$ cat src/rtl/core/tti_pkg.sv
// Shared types and constants for the multi-radix text-to-integer converter.
// Used by tti_step and text_to_integer_multi_radix; depends on nothing else.

package tti_pkg;

	localparam int unsigned ValueWidth = 64;

	typedef enum logic [2:0] {
		PH_START   = 3'd0,
		PH_BLANK   = 3'd1,
		PH_HEXZERO = 3'd2,
		PH_DIGITS  = 3'd3,
		PH_DONE    = 3'd4
	} phase_t;

	typedef enum logic [1:0] {
		MODE_BIN = 2'd0,
		MODE_OCT = 2'd1,
		MODE_HEX = 2'd2,
		MODE_DEC = 2'd3
	} mode_t;

	localparam logic [7:0] ChSpace = 8'h20;
	localparam logic [7:0] ChTab   = 8'h09;
	localparam logic [7:0] ChPlus  = 8'h2B;
	localparam logic [7:0] ChMinus = 8'h2D;
	localparam logic [7:0] ChZero  = 8'h30;
	localparam logic [7:0] ChNine  = 8'h39;
	localparam logic [7:0] ChUpA   = 8'h41;
	localparam logic [7:0] ChUpF   = 8'h46;
	localparam logic [7:0] ChLowA  = 8'h61;
	localparam logic [7:0] ChLowF  = 8'h66;
	localparam logic [7:0] ChUpX   = 8'h58;
	localparam logic [7:0] ChLowX  = 8'h78;

	// Conversion state carried from one character to the next. For decimal
	// strings with a minus sign the accumulator holds the negated value.
	typedef struct packed {
		phase_t                  phase;
		mode_t                   mode;
		logic                    negative;
		logic [ValueWidth-1:0]   acc;
	} conv_state_t;

	typedef struct packed {
		logic       ok;
		logic [3:0] val;
	} digit_t;

endpackage

$ cat src/rtl/core/tti_step.sv
// Next-state logic of the converter: applies one character to the state.
// Depends on tti_pkg.

module tti_step
	import tti_pkg::*;
(
	input  conv_state_t cur,
	input  logic [1:0]  action,
	input  logic [7:0]  character,
	output conv_state_t nxt
);

	function automatic digit_t digit_decode(input mode_t m, input logic [7:0] c);
		digit_t d;
		logic   hex_ok;
		logic [7:0] v;
		d      = '0;
		hex_ok = 1'b0;
		v      = 8'd0;
		if (c >= ChZero && c <= ChNine) begin
			hex_ok = 1'b1;
			v      = c - ChZero;
		end else if (c >= ChUpA && c <= ChUpF) begin
			hex_ok = 1'b1;
			v      = c - ChUpA + 8'd10;
		end else if (c >= ChLowA && c <= ChLowF) begin
			hex_ok = 1'b1;
			v      = c - ChLowA + 8'd10;
		end
		d.val = v[3:0];
		case (m)
			MODE_BIN: d.ok = hex_ok && v < 8'd2;
			MODE_OCT: d.ok = hex_ok && v < 8'd8;
			MODE_HEX: d.ok = hex_ok;
			default:  d.ok = hex_ok && v < 8'd10;
		endcase
		return d;
	endfunction

	conv_state_t           eff;
	digit_t                dg;
	logic [ValueWidth-1:0] dig_ext;
	logic [ValueWidth-1:0] acc_dig;
	logic                  is_blank;

	assign is_blank = (character == ChSpace) || (character == ChTab);

	always_comb begin
		eff = cur;
		if (cur.phase == PH_START) begin
			eff.mode     = mode_t'(action);
			eff.acc      = '0;
			eff.negative = 1'b0;
			eff.phase    = PH_BLANK;
		end
	end

	assign dg      = digit_decode(eff.mode, character);
	assign dig_ext = eff.negative ? (ValueWidth'(0) - ValueWidth'(dg.val))
	                              : ValueWidth'(dg.val);

	// One digit step; a negative decimal run accumulates downward so that no
	// separate negation is needed when the result is given.
	always_comb begin
		case (eff.mode)
			MODE_BIN: acc_dig = {eff.acc[ValueWidth-2:0], dg.val[0]};
			MODE_OCT: acc_dig = {eff.acc[ValueWidth-4:0], dg.val[2:0]};
			MODE_HEX: acc_dig = {eff.acc[ValueWidth-5:0], dg.val};
			default:  acc_dig = {eff.acc[ValueWidth-4:0], 3'b000}
			                  + {eff.acc[ValueWidth-2:0], 1'b0} + dig_ext;
		endcase
	end

	always_comb begin
		nxt = eff;
		case (eff.phase)
			PH_BLANK: begin
				if (is_blank) begin
					nxt.phase = PH_BLANK;
				end else if (eff.mode == MODE_HEX && character == ChZero) begin
					nxt.phase = PH_HEXZERO;
				end else if (eff.mode == MODE_DEC &&
				             (character == ChPlus || character == ChMinus)) begin
					nxt.negative = (character == ChMinus);
					nxt.phase    = PH_DIGITS;
				end else if (dg.ok) begin
					nxt.acc   = acc_dig;
					nxt.phase = PH_DIGITS;
				end else begin
					nxt.phase = PH_DONE;
				end
			end
			PH_HEXZERO: begin
				if (character == ChLowX || character == ChUpX) begin
					nxt.phase = PH_DIGITS;
				end else if (dg.ok) begin
					nxt.acc   = acc_dig;
					nxt.phase = PH_DIGITS;
				end else begin
					nxt.phase = PH_DONE;
				end
			end
			PH_DIGITS: begin
				if (dg.ok) begin
					nxt.acc   = acc_dig;
					nxt.phase = PH_DIGITS;
				end else begin
					nxt.phase = PH_DONE;
				end
			end
			default: nxt.phase = PH_DONE;
		endcase
	end

endmodule

$ cat src/rtl/core/text_to_integer_multi_radix.sv
// Top level of the multi-radix text-to-integer converter.
// Depends on tti_pkg and tti_step.

// A string arrives one character per transfer, the final character with
// s_tlast set; s_tuser on the first character picks binary, octal, hex or
// signed decimal. The block takes one character every cycle unless a last
// character waits on a pending result; each character passes an input
// register and then the update logic, whose longest path is the 64-bit
// multiply-by-ten-and-add of decimal mode. The 64-bit value of a string is
// registered on the master side as its last character leaves the input
// register. Input transfers continue while a result waits on the master
// side; only a following last character stalls until that result is taken.

module text_to_integer_multi_radix
	import tti_pkg::*;
(
	input  logic                  clk,
	input  logic                  arst_n,
	input  logic                  s_tvalid,
	output logic                  s_tready,
	input  logic [7:0]            s_tdata,   // [7:0] character
	input  logic [1:0]            s_tuser,   // [1:0] action
	input  logic                  s_tlast,
	output logic                  m_tvalid,
	input  logic                  m_tready,
	output logic [ValueWidth-1:0] m_tdata    // [63:0] value
);

	logic        valid_s1;
	logic [7:0]  char_s1;
	logic [1:0]  action_s1;
	logic        last_s1;
	logic        adv_s1;

	conv_state_t state_q;
	conv_state_t state_nxt;

	logic                  m_tvalid_q;
	logic [ValueWidth-1:0] m_tdata_q;

	// A non-last character never needs the output slot.
	assign adv_s1   = valid_s1 && !(last_s1 && m_tvalid_q && !m_tready);
	assign s_tready = !valid_s1 || adv_s1;

	always_ff @(posedge clk or negedge arst_n) begin
		if (!arst_n) begin
			valid_s1 <= 1'b0;
		end else if (s_tready) begin
			valid_s1 <= s_tvalid;
		end
	end

	always_ff @(posedge clk) begin
		if (s_tready && s_tvalid) begin
			char_s1   <= s_tdata;
			action_s1 <= s_tuser;
			last_s1   <= s_tlast;
		end
	end

	tti_step u_step (
		.cur       (state_q),
		.action    (action_s1),
		.character (char_s1),
		.nxt       (state_nxt)
	);

	always_ff @(posedge clk or negedge arst_n) begin
		if (!arst_n) begin
			state_q.phase    <= PH_START;
			state_q.mode     <= MODE_BIN;
			state_q.negative <= 1'b0;
			state_q.acc      <= '0;
		end else if (adv_s1) begin
			if (last_s1) begin
				state_q.phase    <= PH_START;
				state_q.mode     <= state_nxt.mode;
				state_q.acc      <= '0;
				state_q.negative <= 1'b0;
			end else begin
				state_q <= state_nxt;
			end
		end
	end

	always_ff @(posedge clk or negedge arst_n) begin
		if (!arst_n) begin
			m_tvalid_q <= 1'b0;
		end else if (adv_s1 && last_s1) begin
			m_tvalid_q <= 1'b1;
		end else if (m_tready) begin
			m_tvalid_q <= 1'b0;
		end
	end

	always_ff @(posedge clk) begin
		if (adv_s1 && last_s1) begin
			m_tdata_q <= state_nxt.acc;
		end
	end

	assign m_tvalid = m_tvalid_q;
	assign m_tdata  = m_tdata_q;

	a_last_gives_result: assert property (@(posedge clk) disable iff (!arst_n)
		(adv_s1 && last_s1) |=> (m_tvalid && state_q.phase == PH_START))
		else $error("last character did not produce a result");

	a_stall_holds_s1: assert property (@(posedge clk) disable iff (!arst_n)
		(valid_s1 && !adv_s1) |=> (valid_s1 && $stable(char_s1) && $stable(last_s1)))
		else $error("stalled input stage changed");

	a_no_overwrite: assert property (@(posedge clk) disable iff (!arst_n)
		(m_tvalid && !m_tready) |-> !(adv_s1 && last_s1))
		else $error("pending result overwritten");

endmodule

$ cat config.mk
export PLATFORM = sky130hd
export DESIGN_NAME = text_to_integer_multi_radix
export DESIGN_NICKNAME = d
export VERILOG_FILES = /design/src/rtl/core/tti_pkg.sv /design/src/rtl/core/tti_step.sv /design/src/rtl/core/text_to_integer_multi_radix.sv
export SDC_FILE = /design/constraint.sdc
export NUM_CORES = 1
export LEC_CHECK = 0
export ABC_AREA = 1
export BUFFER_PORTS_ARGS = -buffer_cell sky130_fd_sc_hd__buf_2
export CAP_MARGIN = 20
export CORE_MARGIN = 8
export CORE_UTILIZATION = 58
export CTS_CLUSTER_DIAMETER = 50
export DETAILED_ROUTE_END_ITERATION = 6
export GPL_TIMING_DRIVEN = 0
export PLACE_DENSITY = 0.81
export RECOVER_POWER = 50
export SYNTH_ARGS = -nofsm -noshare
export SYNTH_HDL_FRONTEND = slang
export SYNTH_SLANG_ARGS = --single-unit
$ cat constraint.sdc
create_clock -name clk -period 9.72 [get_ports clk]
set_input_delay 0 -clock clk [delete_from_list [all_inputs] [get_ports clk]]
set_output_delay 0 -clock clk [all_outputs]
set_load 0.03 [all_outputs]
# ---- After elaboration in Yosys (flattened, before gate mapping)
# Cells that the tools add are included.
dict set report word_totals {
  wordCells 90
  in_bits 15
  ff_bits 147
}
dict set report classes {
  n_lt_le_gt_ge 9
  mux 27
  n_reduce_logical 23
  eq_ne 13
  add_sub_neg 8
}
# operator n
set ops {}
lappend ops {{$pmux W64 S3} 2}
lappend ops {{$mux W64} 4}
lappend ops {{$mux W70} 2}
lappend ops {{$mux W65} 2}
lappend ops {{$add A64 B64 Y64} 2}
lappend ops {{$eq A8 B6 Y1 const B} 4}
lappend ops {{$mux W8} 3}
lappend ops {{$add A8 B4 Y8 const B} 2}
lappend ops {{$eq A8 B7 Y1 const B} 2}
lappend ops {{$ge A8 B7 Y1 const B} 2}
lappend ops {{$le A8 B7 Y1 const B} 2}
lappend ops {{$lt A8 B4 Y1 const B} 2}
lappend ops {{$sub A8 B7 Y8 const B} 2}
lappend ops {{$mux W3} 5}
lappend ops {{$logic_and A1 B1 Y1} 13}
lappend ops {{$pmux W3 S3} 1}
lappend ops {{$eq A8 B4 Y1 const B} 1}
lappend ops {{$ge A8 B6 Y1 const B} 1}
lappend ops {{$le A8 B6 Y1 const B} 1}
lappend ops {{$lt A8 B2 Y1 const B} 1}
lappend ops {{$sub A8 B6 Y8 const B} 1}
lappend ops {{$mux W1} 7}
lappend ops {{$eq A3 B2 Y1 const B} 2}
lappend ops {{$sub A1 B4 Y5 const A} 1}
lappend ops {{9 further kinds} 15}

# ---- Longest topological paths before layout
dict set report logic_depth {
  word_depth 15
  ltp_mapped 35
  mapped_depth_nobuf 35
}

# ---- Hierarchy
# A second synthesis with hierarchy kept.
dict set report hier_totals {
  hier_cells 2083
  hier_area_um2 14243.7
}
# mod n_inst cells_each area_each_um2 seq_area_each_um2
set by_module_without_submodules {}
lappend by_module_without_submodules {tti_step 1 1699 9241.4 0.0}
lappend by_module_without_submodules {text_to_integer_multi_radix 1 384 5002.3 4053.9}

# ---- Worst setup path before layout
# Ideal clock, no wire load.
dict set report synth_timing {
  path_kind {flip-flop to flip-flop}
  startpoint {register char_s1[4]}
  endpoint {register m_tdata_q[59] (netlist: m_tdata[59]) (data pin)}
  slack_ns -0.704
  period_less_slack_ns 10.424
  t_arrival_ns 10.154
  path_stages_with_launch 31
  path_buffers 0
  path_cell_list {edfxtp_1 -> ha_1 -> nor2_1 -> nand4_1 -> nand3_1 -> nand2_1 -> a21oi_1 -> ha_1 -> nand2_1 -> o21bai_1 -> fa_1 -> inv_1 -> ha_1 -> a21oi_1 -> nand2_1 -> nand2_1 -> nand2_1 -> nand2_1 -> nand2_1 -> nand2_1 -> nand3_1 -> nand3_1 -> nand2_1 -> nand2_1 -> nand3_1 -> nand2_1 -> nand3_1 -> nand2_1 -> nand2_1 -> nand2_1 -> nand3_1}
}
# item line_no
set synth_lines {}
lappend synth_lines {{start, declared} text_to_integer_multi_radix.sv:30} ;# logic [7:0] char_s1;
lappend synth_lines {{start signal, assigned} text_to_integer_multi_radix.sv:55} ;# char_s1 <= s_tdata;
lappend synth_lines {{end signal, assigned} text_to_integer_multi_radix.sv:98} ;# m_tdata_q <= state_nxt.acc;
lappend synth_lines {{end, declared} text_to_integer_multi_radix.sv:39} ;# logic [ValueWidth-1:0] m_tdata_q;

==> flow_summary_export.csv <==
group,metric,value,unit
run_status,status,"complete, but fails checks",
run_status,violations,"capacitance limit, slew limit",
logic_synthesis,synth_seq_cells,147,
timing,period_share,71.4,%
clocking,cts_tree,"yes",
cells_and_area,nFillCells,2537,
global_route,grt-busiest-layer,"met2",
critical_path,path_delay_family,"compound AO/OA/AOI/OAI gates",
critical_path,crit_buf_inv,3,
cells_and_area,synthToLayoutAreaGrowth,10.1,%
critical_path,worst_setup_path_end_kind,"register",
power_and_ir_drop,seqPwrFrac,26.7,%
floorplanning,core_area,27500,um2
critical_path,worstPathRequired,9.91,ns
critical_path,endpoint,"m_tdata[40]$_DFFE_PP_",
logic_synthesis,ys_types,53,
critical_path,ff2ff_path_depth,26,
floorplanning,die_x,182,um
critical_path,crit_start,"char_s1[4]$_DFFE_PP_",
placement,hpwl,50600,um
cells_and_area,drive_gt1_share,3.94,%
logic_synthesis,yosys.area.top_type_share,19.3,%
timing,relSlewSlack,-62.9,%
critical_path,start_kind,"register",
placement,gp_congestion,1.13,
critical_path,ff2ff_setup_slack,2.78,ns
clocking,cts_buffers,17,
logic_synthesis,ys_async_sr_fraction,49.0,%
clocking,clock-sinks,147,
logic_synthesis,synth_cells,2454,
global_route,overflow,0,
detailed_routing,routed_wl,64700,um
logic_synthesis,synthesis.nets,2603,
logic_synthesis,yosysTopAreaCell,"nand2_1",
run,cap_violations,4,
global_route,grt_usage,38.3,%
timing,rsz0062_at_grt,"no",
critical_path,worstReg2RegEnd,"m_tdata[40]$_DFFE_PP_",
placement,dpl_worst_slack,3.15,ns
global_route,grt_max_degree,41,
power_and_ir_drop,p_sw,0.00140,W
floorplanning,initial_core_util,58.4,%
power_and_ir_drop,p_int,0.00152,W
critical_path,cp_max_fo,17,
global_route,grt_pass1_vias,17600,
logic_synthesis,synth_top_cells_by_count,"nand2_1 (826), inv_1 (356), nand3_1 (182), nor2_1 (176), a21oi_1 (160)",
global_route,grt_use_met3,9.54,%
power_and_ir_drop,pwr-share-clk,24.4,%
critical_path,cpPeakStageDelay,0.83,ns
clocking,post-cts-setup-buffers,0,
timing,worst-slew-pin-transition,2.44,ns
floorplanning,fp-row-count,61,
detailed_routing,route.detailed.drc,0,
power_and_ir_drop,power_per_cell_area,165,nW/um2
logic_synthesis,synth_edf_count,75,
critical_path,r2r-start,"char_s1[4]$_DFFE_PP_",
timing,setup_slack,2.78,ns
power_and_ir_drop,swShare,48.0,%
clocking,clk_pin_slew,0.06,ns
detailed_routing,drt_iter0_drc,2804,
detailed_routing,wl_per_cell,22.0,um
global_route,grt_antenna_before_repair,0,
detailed_routing,viasPerCell,6.31,
critical_path,cpMostUsedCell,"nand2_1",
global_route,grt_first_pass_wirelength,98200,um
logic_synthesis,yosysMostFrequentCell,"nand2_1",
detailed_routing,vias,18500,
cells_and_area,num_antenna_cells,0,
clocking,clock_latency,0.47,ns
power_and_ir_drop,p_leak,9.18,nW
logic_synthesis,avgSynthCellArea,6.54,um2
power_and_ir_drop,ir_drop,0.000165,V
timing,fmax,144,MHz
min_path,hold_class,"input pin to register",
timing,setup_viol,0,
clocking,post_cts_resized,0,
cells_and_area,final_core_util,64.3,%
critical_path,crit_cells,26,
floorplanning,die_h,182,um
critical_path,slowest_stage,"o21ai_0",
clocking,h-tree-depth,4,
floorplanning,io_pins,81,
timing,period_needed,6.94,ns
clocking,cts_buffer_depth,2,
logic_synthesis,synth-main-ff-cell,"edfxtp_1",
detailed_routing,postRouteAntennaNets,0,
critical_path,critPathArrivalTime,7.13,ns
logic_synthesis,synth.cell_area,16000,um2
placement,numPortBuffers,80,
timing,slew_violations,86,
detailed_routing,dr.pass1.iters,7,
global_route,grtUsageMet2,58.7,%
global_route,grt_use_met1,49.9,%
placement,place_area,17000,um2
cells_and_area,final_area,17700,um2
clocking,cts_root_buf,"clkbuf_16",
power_and_ir_drop,comb_power_share,49.0,%
timing,skew,0.0205,ns
logic_synthesis,synthTopCellsByArea,"nand2_1 (19%), edfxtp_1 (14%), dfrtp_1 (11%)",
critical_path,crit_type,"register to register",
logic_synthesis,yosysWarningCount,0,
logic_synthesis,seq_area_frac_synth,25.3,%
cells_and_area,nets,2723,
floorplanning,dieArea,33200,um2
timing,hold_viol_final,0,
==> layout by cell type (no fill, tap or decap), drive strengths merged, types with 8 or more instances in the layout <==
master       synthesis  layout
nand4               23      23
nand3b               8       8
nand3              184     184
edfxtp              75      75
nor2               182     182
a21oi              161     161
fa                  61      61
nor3                16      16
o221ai              36      36
o21ai              122     122
o22ai               32      32
ha                  73      73
o211ai              32      32
a31oi               16      16
xor2                23      23
dfrtp               72      72
nand2              832     832
dlygate4sd3          0      16
inv                364     364
mux2i               25      25
buf                 34      51
clkbuf              49     141
==> final cells by class <==
| cell class | instances | area, um2 | area share, % |
|---|---|---|---|
| Multi-Input combinational cell | 1857 | 10200 | 57.8 |
| Sequential cell | 147 | 4050 | 23.0 |
| Inverter | 367 | 1380 | 7.82 |
| Timing Repair Buffer | 101 | 568 | 3.22 |
| Clock buffer | 24 | 492 | 2.78 |
| Tap cell | 346 | 433 | 2.45 |
| Buffer | 83 | 394 | 2.23 |
| Clock inverter | 8 | 125 | 0.709 |
==> how the worst min path moves through the flow <==
stage                from                      end  slack [ns]  depth (start not counted)
2_1_floorplan      arst_n     m_tvalid$_DFFE_PN0P_       -0.30                          0
3_3_place_gp   s_tdata[2]     char_s1[2]$_DFFE_PP_        0.18                          1
4_1_cts            arst_n  state_q[38]$_DFFE_PN0P_        0.05                          2
6_report       s_tdata[6]     char_s1[6]$_DFFE_PP_        0.25                          2
3_5_place_dp       arst_n  state_q[36]$_DFFE_PN0P_      -0.004                          1
5_1_grt        s_tdata[4]     char_s1[4]$_DFFE_PP_        0.26                          2
==> metal layers <==
| layer | vias to the layer above | part of all wire [%] |
|---|---|---|
| met5 | - | 0 |
| met4 | 0 | 5.5 |
| met3 | 328 | 13 |
| met2 | 1393 | 43 |
| met1 | 8523 | 38 |
| li1 | 8275 | - |
==> cell families (layout without fill, tap and decap cells) <==
group / Yosys count / after routing / synth area share, %
AO/OA/AOI/OAI: 424 / 424 / 15.6
XOR/XNOR: 27 / 27 / 1.47
adder cells (fa/ha/maj): 134 / 134 / 13.3
buffers and inverters: 450 / 583 / 11.1
flip-flops: 147 / 147 / 25.3
multiplexers: 25 / 25 / 1.56
AND/OR/NAND/NOR: 1247 / 1247 / 31.8
==> power groups by stage <==
stage	clock, W	combinational, W	sequential [W]
4_1_cts	0.000705	0.00135	0.000772
3_3_place_gp	0	0.00130	0.000781
5_1_grt	0.000737	0.00149	0.000781
2_1_floorplan	0	0.000830	0.000821
6_report	0.000711	0.00143	0.000777
3_5_place_dp	0	0.00133	0.000783
==> metrics by stage <==
step / total power, W / TNS, ns / hold slack [ns] / cells
6_report: 0.00292 / 0 / 0.247 / 2933
5_1_grt: 0.00301 / 0 / 0.258 / 2933
3_3_place_gp: 0.00208 / -0.456 / 0.176 / 2880
2_1_floorplan: 0.00165 / 0 / -0.296 / 2454
4_1_cts: 0.00283 / 0 / 0.0546 / 2933
3_5_place_dp: 0.00212 / 0 / -0.00359 / 2885
==> state kept, by name (all words and copies together), names as in the netlist <==
register	cells
state_q	70
m_tdata	64
char_s1	8
action_s1	2
last_s1	1
m_tvalid	1
valid_s1	1
==> worst register-to-register path: cells and delay by family, from the launching register on <==
kind,cells,cell delay (ns)
buffers and inverters,3,0.42
flip-flops,1,0.50
AND/OR/NAND/NOR,14,2.11
AO/OA/AOI/OAI,5,2.38
adder cells (fa/ha/maj),4,1.25
==> what timing repair did <==
item / in CTS / in global routing
endpoints found under the hold margin: 85 / 0
setup endpoints to repair: 0 / 0
hold buffers: 16 / 0
Power figures use the tool's default switching activity.
